**src/hdl/sus_pkg.sv**
```systemverilog
// sus_pkg: shared types and codes for the sorted unique set
// no dependencies; used by the interfaces, the cells, the top level and the checker
`default_nettype none

package sus_pkg;

  localparam int unsigned OP_W     = 2;
  localparam int unsigned KEY_W    = 32;
  localparam int unsigned STATUS_W = 2;

  typedef logic [OP_W-1:0]     op_t;
  typedef logic [STATUS_W-1:0] status_t;
  typedef logic [1:0]          cmd_t;

  localparam op_t OP_INSERT = 2'd0;
  localparam op_t OP_REMOVE = 2'd1;
  localparam op_t OP_CLEAR  = 2'd2;

  localparam status_t ST_OK        = 2'd0;
  localparam status_t ST_NOT_FOUND = 2'd1;
  localparam status_t ST_FULL      = 2'd2;

  localparam cmd_t CMD_HOLD   = 2'd0;
  localparam cmd_t CMD_INSERT = 2'd1;
  localparam cmd_t CMD_REMOVE = 2'd2;
  localparam cmd_t CMD_DRAIN  = 2'd3;

  typedef struct packed {
    cmd_t cmd;
  } cell_ctrl_t;

  typedef struct packed {
    logic lt;
    logic eq;
  } cell_flags_t;

endpackage

`default_nettype wire

```
**src/hdl/sus_if.sv**
```systemverilog
// sus_in_if, sus_out_if: request and result channels with valid/ready handshake
// depends on sus_pkg
`default_nettype none

interface sus_in_if;
  logic              valid;
  logic              ready;
  sus_pkg::op_t      op;
  logic [sus_pkg::KEY_W-1:0] key;

  modport source (output valid, output op, output key, input ready);
  modport sink   (input valid, input op, input key, output ready);
endinterface

interface sus_out_if;
  logic              valid;
  logic              ready;
  sus_pkg::status_t  status;
  logic [sus_pkg::KEY_W-1:0] drained_value;
  logic              drained_valid;
  logic              last;

  modport source (output valid, output status, output drained_value,
                  output drained_valid, output last, input ready);
  modport sink   (input valid, input status, input drained_value,
                  input drained_valid, input last, output ready);
endinterface

`default_nettype wire

```
**src/hdl/sorted_unique_set_top.sv**
```systemverilog
// sorted_unique_set_top: sorted set of unique values on a chain of compare-and-shift cells
// depends on sus_pkg, sus_if (sus_in_if, sus_out_if) and sus_cell
//
//   channel   direction  fields                                      handshake
//   in_req    sink       op, key                                     valid/ready
//   out_rsp   source     status, drained_value, drained_valid, last  valid/ready
//
// insert and remove: every cell compares against the key at once and the chain shifts at
// the edge that takes the request; the result is registered
// a clear gives one result per held value (one empty if none), one a cycle, shifting
// the chain left towards cell 0; no request is taken until the last of them is registered
// a stalled result holds the output register and the chain; reset empties the set
`default_nettype none

module sorted_unique_set_top #(
  parameter int unsigned CAPACITY    = 32,
  parameter int unsigned VALUE_WIDTH = 32
) (
  input  wire logic  clk,
  input  wire logic  rst_n,
  sus_in_if.sink     in_req,
  sus_out_if.source  out_rsp
);

  localparam int unsigned CW = (VALUE_WIDTH < sus_pkg::KEY_W) ? VALUE_WIDTH : sus_pkg::KEY_W;

  localparam logic ST_IDLE  = 1'b0;
  localparam logic ST_DRAIN = 1'b1;

  logic                    state_r, state_nxt;
  logic [VALUE_WIDTH-1:0]  key;
  sus_pkg::cell_ctrl_t     ctrl;
  sus_pkg::cell_flags_t    flags [CAPACITY];
  logic [VALUE_WIDTH-1:0]  cell_val [CAPACITY];
  logic [CAPACITY-1:0]     occ_vec;
  logic [CAPACITY-1:0]     lt_vec;
  logic [CAPACITY-1:0]     eq_vec;
  logic                    hit;
  logic                    full;
  logic                    slot_free;
  logic                    acc;

  logic                    load;
  sus_pkg::status_t        res_status;
  logic [sus_pkg::KEY_W-1:0] res_value;
  logic                    res_valid;
  logic                    res_last;

  logic                    out_valid_r, out_valid_nxt;
  sus_pkg::status_t        status_r;
  logic [sus_pkg::KEY_W-1:0] value_r;
  logic                    dvalid_r;
  logic                    last_r;

  assign key = VALUE_WIDTH'(in_req.key[CW-1:0]);

  for (genvar i = 0; i < CAPACITY; i++) begin : g_cell
    logic                   left_lt;
    logic [VALUE_WIDTH-1:0] left_val;
    logic                   left_occ;
    logic [VALUE_WIDTH-1:0] right_val;
    logic                   right_occ;

    if (i == 0) begin : g_head
      assign left_lt  = 1'b1;
      assign left_val = key;
      assign left_occ = 1'b0;
    end else begin : g_body
      assign left_lt  = lt_vec[i-1];
      assign left_val = cell_val[i-1];
      assign left_occ = occ_vec[i-1];
    end

    if (i == CAPACITY - 1) begin : g_tail
      assign right_val = cell_val[i];
      assign right_occ = 1'b0;
    end else begin : g_mid
      assign right_val = cell_val[i+1];
      assign right_occ = occ_vec[i+1];
    end

    sus_cell #(
      .VALUE_WIDTH (VALUE_WIDTH)
    ) u_cell (
      .clk       (clk),
      .rst_n     (rst_n),
      .ctrl      (ctrl),
      .key       (key),
      .left_lt   (left_lt),
      .left_val  (left_val),
      .left_occ  (left_occ),
      .right_val (right_val),
      .right_occ (right_occ),
      .flags     (flags[i]),
      .val       (cell_val[i]),
      .occ       (occ_vec[i])
    );

    assign lt_vec[i] = flags[i].lt;
    assign eq_vec[i] = flags[i].eq;
  end

  assign hit       = |eq_vec;
  assign full      = occ_vec[CAPACITY-1];
  assign slot_free = !out_valid_r || out_rsp.ready;
  assign in_req.ready = (state_r == ST_IDLE) && slot_free;
  assign acc       = in_req.valid && in_req.ready;

  always_comb begin
    ctrl.cmd   = sus_pkg::CMD_HOLD;
    load       = 1'b0;
    res_status = sus_pkg::ST_OK;
    res_value  = '0;
    res_valid  = 1'b0;
    res_last   = 1'b1;
    state_nxt  = state_r;
    if (state_r == ST_DRAIN) begin
      if (slot_free) begin
        ctrl.cmd  = sus_pkg::CMD_DRAIN;
        load      = 1'b1;
        res_value = sus_pkg::KEY_W'(cell_val[0][CW-1:0]);
        res_valid = 1'b1;
        res_last  = !occ_vec[1];
        if (!occ_vec[1]) begin
          state_nxt = ST_IDLE;
        end
      end
    end else if (acc) begin
      load = 1'b1;
      unique case (in_req.op)
        sus_pkg::OP_INSERT: begin
          if (hit) begin
            res_status = sus_pkg::ST_OK;
          end else if (full) begin
            res_status = sus_pkg::ST_FULL;
          end else begin
            ctrl.cmd = sus_pkg::CMD_INSERT;
          end
        end
        sus_pkg::OP_REMOVE: begin
          if (hit) begin
            ctrl.cmd = sus_pkg::CMD_REMOVE;
          end else begin
            res_status = sus_pkg::ST_NOT_FOUND;
          end
        end
        sus_pkg::OP_CLEAR: begin
          if (occ_vec[0]) begin
            ctrl.cmd  = sus_pkg::CMD_DRAIN;
            res_value = sus_pkg::KEY_W'(cell_val[0][CW-1:0]);
            res_valid = 1'b1;
            res_last  = !occ_vec[1];
            state_nxt = occ_vec[1] ? ST_DRAIN : ST_IDLE;
          end
        end
        default: begin
        end
      endcase
    end
  end

  always_comb begin
    if (load) begin
      out_valid_nxt = 1'b1;
    end else if (out_rsp.ready) begin
      out_valid_nxt = 1'b0;
    end else begin
      out_valid_nxt = out_valid_r;
    end
  end

  always_ff @(posedge clk) begin
    if (!rst_n) begin
      state_r     <= ST_IDLE;
      out_valid_r <= 1'b0;
    end else begin
      state_r     <= state_nxt;
      out_valid_r <= out_valid_nxt;
    end
  end

  always_ff @(posedge clk) begin
    if (load) begin
      status_r <= res_status;
      value_r  <= res_value;
      dvalid_r <= res_valid;
      last_r   <= res_last;
    end
  end

  assign out_rsp.valid         = out_valid_r;
  assign out_rsp.status        = status_r;
  assign out_rsp.drained_value = value_r;
  assign out_rsp.drained_valid = dvalid_r;
  assign out_rsp.last          = last_r;

endmodule

`default_nettype wire

```
**src/hdl/sus_cell.sv**
```systemverilog
// sus_cell: one slot of the sorted chain, holds a value and an occupied flag
// depends on sus_pkg
`default_nettype none

module sus_cell #(
  parameter int unsigned VALUE_WIDTH = 32
) (
  input  wire logic                    clk,
  input  wire logic                    rst_n,
  input  wire sus_pkg::cell_ctrl_t     ctrl,
  input  wire logic [VALUE_WIDTH-1:0]  key,
  input  wire logic                    left_lt,
  input  wire logic [VALUE_WIDTH-1:0]  left_val,
  input  wire logic                    left_occ,
  input  wire logic [VALUE_WIDTH-1:0]  right_val,
  input  wire logic                    right_occ,
  output sus_pkg::cell_flags_t         flags,
  output logic [VALUE_WIDTH-1:0]       val,
  output logic                         occ
);

  logic [VALUE_WIDTH-1:0] val_r, val_nxt;
  logic                   occ_r, occ_nxt;

  always_comb begin
    flags.lt = occ_r && (val_r < key);
    flags.eq = occ_r && (val_r == key);
  end

  always_comb begin
    val_nxt = val_r;
    occ_nxt = occ_r;
    unique case (ctrl.cmd)
      sus_pkg::CMD_INSERT: begin
        if (!flags.lt) begin
          if (left_lt) begin
            val_nxt = key;
            occ_nxt = 1'b1;
          end else begin
            val_nxt = left_val;
            occ_nxt = left_occ;
          end
        end
      end
      sus_pkg::CMD_REMOVE: begin
        if (!flags.lt) begin
          val_nxt = right_val;
          occ_nxt = right_occ;
        end
      end
      sus_pkg::CMD_DRAIN: begin
        val_nxt = right_val;
        occ_nxt = right_occ;
      end
      default: begin
      end
    endcase
  end

  always_ff @(posedge clk) begin
    if (!rst_n) begin
      occ_r <= 1'b0;
    end else begin
      occ_r <= occ_nxt;
    end
  end

  always_ff @(posedge clk) begin
    val_r <= val_nxt;
  end

  assign val = val_r;
  assign occ = occ_r;

endmodule

`default_nettype wire

```
**src/flat_wrapper.sv**
```systemverilog
// flat-port wrapper written by rule: the top's interface ports become plain ports
module sorted_unique_set_top_flat 
#(
  parameter int unsigned CAPACITY    = 32,
  parameter int unsigned VALUE_WIDTH = 32
)
  (clk, rst_n, in_req_valid, in_req_op, in_req_key, in_req_ready, out_rsp_valid, out_rsp_status, out_rsp_drained_value, out_rsp_drained_valid, out_rsp_last, out_rsp_ready);
  sus_in_if in_req_i ();
  sus_out_if out_rsp_i ();
  input  wire logic clk;
  input  wire logic rst_n;
  input wire logic [$bits(in_req_i.valid)-1:0] in_req_valid;
  input wire logic [$bits(in_req_i.op)-1:0] in_req_op;
  input wire logic [$bits(in_req_i.key)-1:0] in_req_key;
  output wire logic [$bits(in_req_i.ready)-1:0] in_req_ready;
  output wire logic [$bits(out_rsp_i.valid)-1:0] out_rsp_valid;
  output wire logic [$bits(out_rsp_i.status)-1:0] out_rsp_status;
  output wire logic [$bits(out_rsp_i.drained_value)-1:0] out_rsp_drained_value;
  output wire logic [$bits(out_rsp_i.drained_valid)-1:0] out_rsp_drained_valid;
  output wire logic [$bits(out_rsp_i.last)-1:0] out_rsp_last;
  input wire logic [$bits(out_rsp_i.ready)-1:0] out_rsp_ready;
  assign in_req_i.valid = in_req_valid;
  assign in_req_i.op = in_req_op;
  assign in_req_i.key = in_req_key;
  assign in_req_ready = in_req_i.ready;
  assign out_rsp_valid = out_rsp_i.valid;
  assign out_rsp_status = out_rsp_i.status;
  assign out_rsp_drained_value = out_rsp_i.drained_value;
  assign out_rsp_drained_valid = out_rsp_i.drained_valid;
  assign out_rsp_last = out_rsp_i.last;
  assign out_rsp_i.ready = out_rsp_ready;
  sorted_unique_set_top #(.CAPACITY(CAPACITY), .VALUE_WIDTH(VALUE_WIDTH)) u_core (.clk(clk), .rst_n(rst_n), .in_req(in_req_i), .out_rsp(out_rsp_i));
endmodule
```
**config.mk**
```make
export PLATFORM = sky130hd
export DESIGN_NAME = sorted_unique_set_top_flat
export DESIGN_NICKNAME = d
export VERILOG_FILES = /design/src/hdl/sus_pkg.sv /design/src/hdl/sus_if.sv /design/src/hdl/sorted_unique_set_top.sv /design/src/hdl/sus_cell.sv /design/src/flat_wrapper.sv
export SDC_FILE = /design/constraint.sdc
export NUM_CORES = 2
export LEC_CHECK = 0
export ABC_AREA = 0
export BUFFER_PORTS_ARGS = -buffer_cell sky130_fd_sc_hd__buf_2
export CAP_MARGIN = 25
export CORE_MARGIN = 2
export CORE_UTILIZATION = 41
export CTS_CLUSTER_SIZE = 30
export DETAILED_ROUTE_END_ITERATION = 16
export SYNTH_ARGS = -nofsm -noshare
export SYNTH_HDL_FRONTEND = slang
export SYNTH_SLANG_ARGS = --single-unit
```
**constraint.sdc**
```tcl
create_clock -name clk -period 9.4 [get_ports clk]
set_input_delay 1.41 -clock clk [delete_from_list [all_inputs] [get_ports clk]]
set_output_delay 1.41 -clock clk [all_outputs]
set_load 0.05 [all_outputs]
```
==> metrics <==
die height ~440 um; RSZ-0062 raised after global routing no; CP required 9.87 ns; Buffers on Ports 75; Ports 76; WP data arrival 7.40 ns; ys async rst share 0; final instance area 84680 um^2; final worst-path cycle share 0.7371; most frequent cell after synthesis o21ai_0; Synth Cell Area ~77000 um^2; Area growth syn-to-layout 10.60%; clk_lat worst skew 0.80 ns; DR iter-0 viols 6217; largest net degree at the start of global routing 244; dpl cells 9772; layout net count 8492; cts bufs inserted 131; Clock Skew 0.02694 ns; Root Driver clkbuf_16; drt total wl 252600 um; Fin Setup TNS 0 ns; total gr overflow 0; post-route ant nets 0; Clock transition at path regs 0.06 ns; CP Capture Type flip-flop; worst ir drop on vdd about 180 uV; Final Core Density 0.4567; GPL Wtd Cong about 0.92; area leader, netlist edfxtp_1; Setup Fix Bufs, Post-CTS 0; area share of the largest cell type after synthesis 0.4157; count of cell types in the netlist 64; CTS H-tree depth 4; Reg-to-Reg Start u_core.g_cell[4].u_cell.val[19]$_DFFE_PP_; Post-Synthesis Mean Instance Area 10.21 um^2; Num Clock Sinks between 1000 and 1500; Die Width 436.1 um; Synth Warn # 0; worst hold start u_core.g_cell[4].u_cell.occ$_SDFFE_PN0P_; max-slew violation count 0; Place WS 1.783 ns; final worst path period need between 6 and 7 ns; Synth Register Bits 1094; share of cells above drive strength 1 0.07300; Peak Freq 144.3 MHz; DRC viols 0; Max FO, Critical Path 30; Min Hold Slack 0.4961 ns; post-DR wirelength/cell 25.21 um; leakage approximately 30 nW; gr usage total 0.2578; slack of the critical path 2.471 ns; Critical Path Start Type primary input; Power Dens Cells 150.7 nW/um^2; number of synthesized flops with an enable pin roughly 1100; effective utilization at floorplan 0.4129; Synth top cells by count o21ai_0, nand2_1, edfxtp_1; Finished Layout Cells 10020; top_reg_cell synth edfxtp_1; Synth area leaders edfxtp_1, ha_1, mux2i_1, o21ai_0, nand2_1; Worst Max-Slew Pin Slew 1.215 ns; Fin. Hold Viols 0; core region area 185400 um^2; via-per-instance ratio just over 6; Crit Path Class in -> reg; Core Rows 158; deepest clock path buffer count 3; slew margin rel. 0.1812; area post-placement approximately 80000 um^2; syn_nets 8558; antenna violations before repair 15; Tot Pwr between 10 and 15 mW; DP Wirelength approximately 190000 um; MaxCap Viol Count 0; critical path launch point in_req_key[13]; Post-Synthesis Cells 7496; DRT Pass-1 Iters 6; register area share after synthesis 0.4246; vias in the first global route around 60000; CTS resizes 0; final setup fails 0; Hold Crit Class reg -> reg; fill count 17420; global-route wire length before repair approximately 380000 um; CTS tree done; die area between 150000 and 200000 um^2; Hold Buf Count CTS 0; via count 61320; status finished clean
==> flip-flops by register name, summed over array words and instances, names as in the netlist <==
| name | cells |
|---|---|
| u_core.out_rsp.valid | 1 |
| u_core.out_rsp.last | 1 |
| u_core.out_rsp.drained_valid | 1 |
| u_core.out_rsp.status | 2 |
| u_core.g_cell.u_cell.val | 1024 |
| u_core.state_r | 1 |
| u_core.g_cell.u_cell.occ | 32 |
| u_core.out_rsp.drained_value | 32 |
==> kinds of logic after synthesis <==
logic type                 Yosys count  share of synthesized area
AOI/OAI and AO/OA                 1960                     0.1433
adders and majority gates         1024                     0.1673
buffers and inverters              553                    0.03028
DFF                               1094                     0.4246
muxes                              938                     0.1227
and+or+nand+nor                   1927                     0.1118
==> report_power, final <==
| part | internal, mW | total [mW] | switching [mW] |
|---|---|---|---|
| registers | 5.59 | 5.78 | 0.187 |
| logic | 0.633 | 1.77 | 1.14 |
| clock network | 2.98 | 5.21 | 2.23 |
| total | 9.20 | 12.8 | 3.56 |
==> cell type report <==
type,count,area (um^2),area share
Multi-Input combinational cell,5849,42300,0.4995
Sequential cell,1094,32510,0.3839
Clock buffer,164,3570,0.04215
Tap cell,2480,3103,0.03664
Timing Repair Buffer,249,2108,0.02490
Clock inverter,73,681.9,0.008053
Inverter,105,394.1,0.004654
Antenna cell,5,12.51,0.0001478
==> layout by cell type, fill, tap and decap left out, drive strengths merged, types with 10 or more instances in the layout <==
cell type / count
a2111oi: 17
a211o: 12
a211oi: 66
a21o: 152
a21oi: 391
a221oi: 14
a311oi: 17
and2: 32
buf: 249
bufinv: 10
clkbuf: 164
clkinv: 53
dfxtp: 34
edfxtp: 1060
ha: 1024
inv: 110
mux2i: 936
nand2: 1161
nand2b: 15
nand3: 39
nand3b: 13
nand4: 249
nor2: 232
nor2b: 72
nor3: 36
nor4: 39
o2111ai: 13
o211a: 12
o211ai: 15
o21a: 16
o21ai: 1188
or2: 11
==> worst max-delay path, cell delays in order <==
cell	delay [ns]
buf_2	0.72
inv_2	0.47
buf_12	0.31
ha_1	0.36
nand4_1	0.22
nor4_1	0.91
nand3b_1	0.37
o2111ai_1	0.22
nor4_1	0.12
a21oi_1	0.44
a21o_1	0.40
buf_4	0.26
a21oi_1	0.10
inv_1	0.61
buf_4	0.39
==> worst paths after layout <==
| check | slack [ns] | end | depth (start not counted) |
|---|---|---|---|
| worst max-delay path | 2.47 | u_core.g_cell[5].u_cell.val[4]$_DFFE_PP_ | 15 |
| worst min register to register | 0.50 | u_core.g_cell[3].u_cell.occ$_SDFFE_PN0P_ | 2 |
| worst min-delay path | 0.50 | u_core.g_cell[3].u_cell.occ$_SDFFE_PN0P_ | 2 |
| worst max register to register | 4.15 | u_core.g_cell[5].u_cell.val[4]$_DFFE_PP_ | 12 |
==> layer usage <==
layer	GRT usage	share of wire
met5	0	0.00011
met4	0.08282	0.031
met1	0.3762	0.46
met3	0.04737	0.078
met2	0.3833	0.43
(Power assumes the default switching activity.)
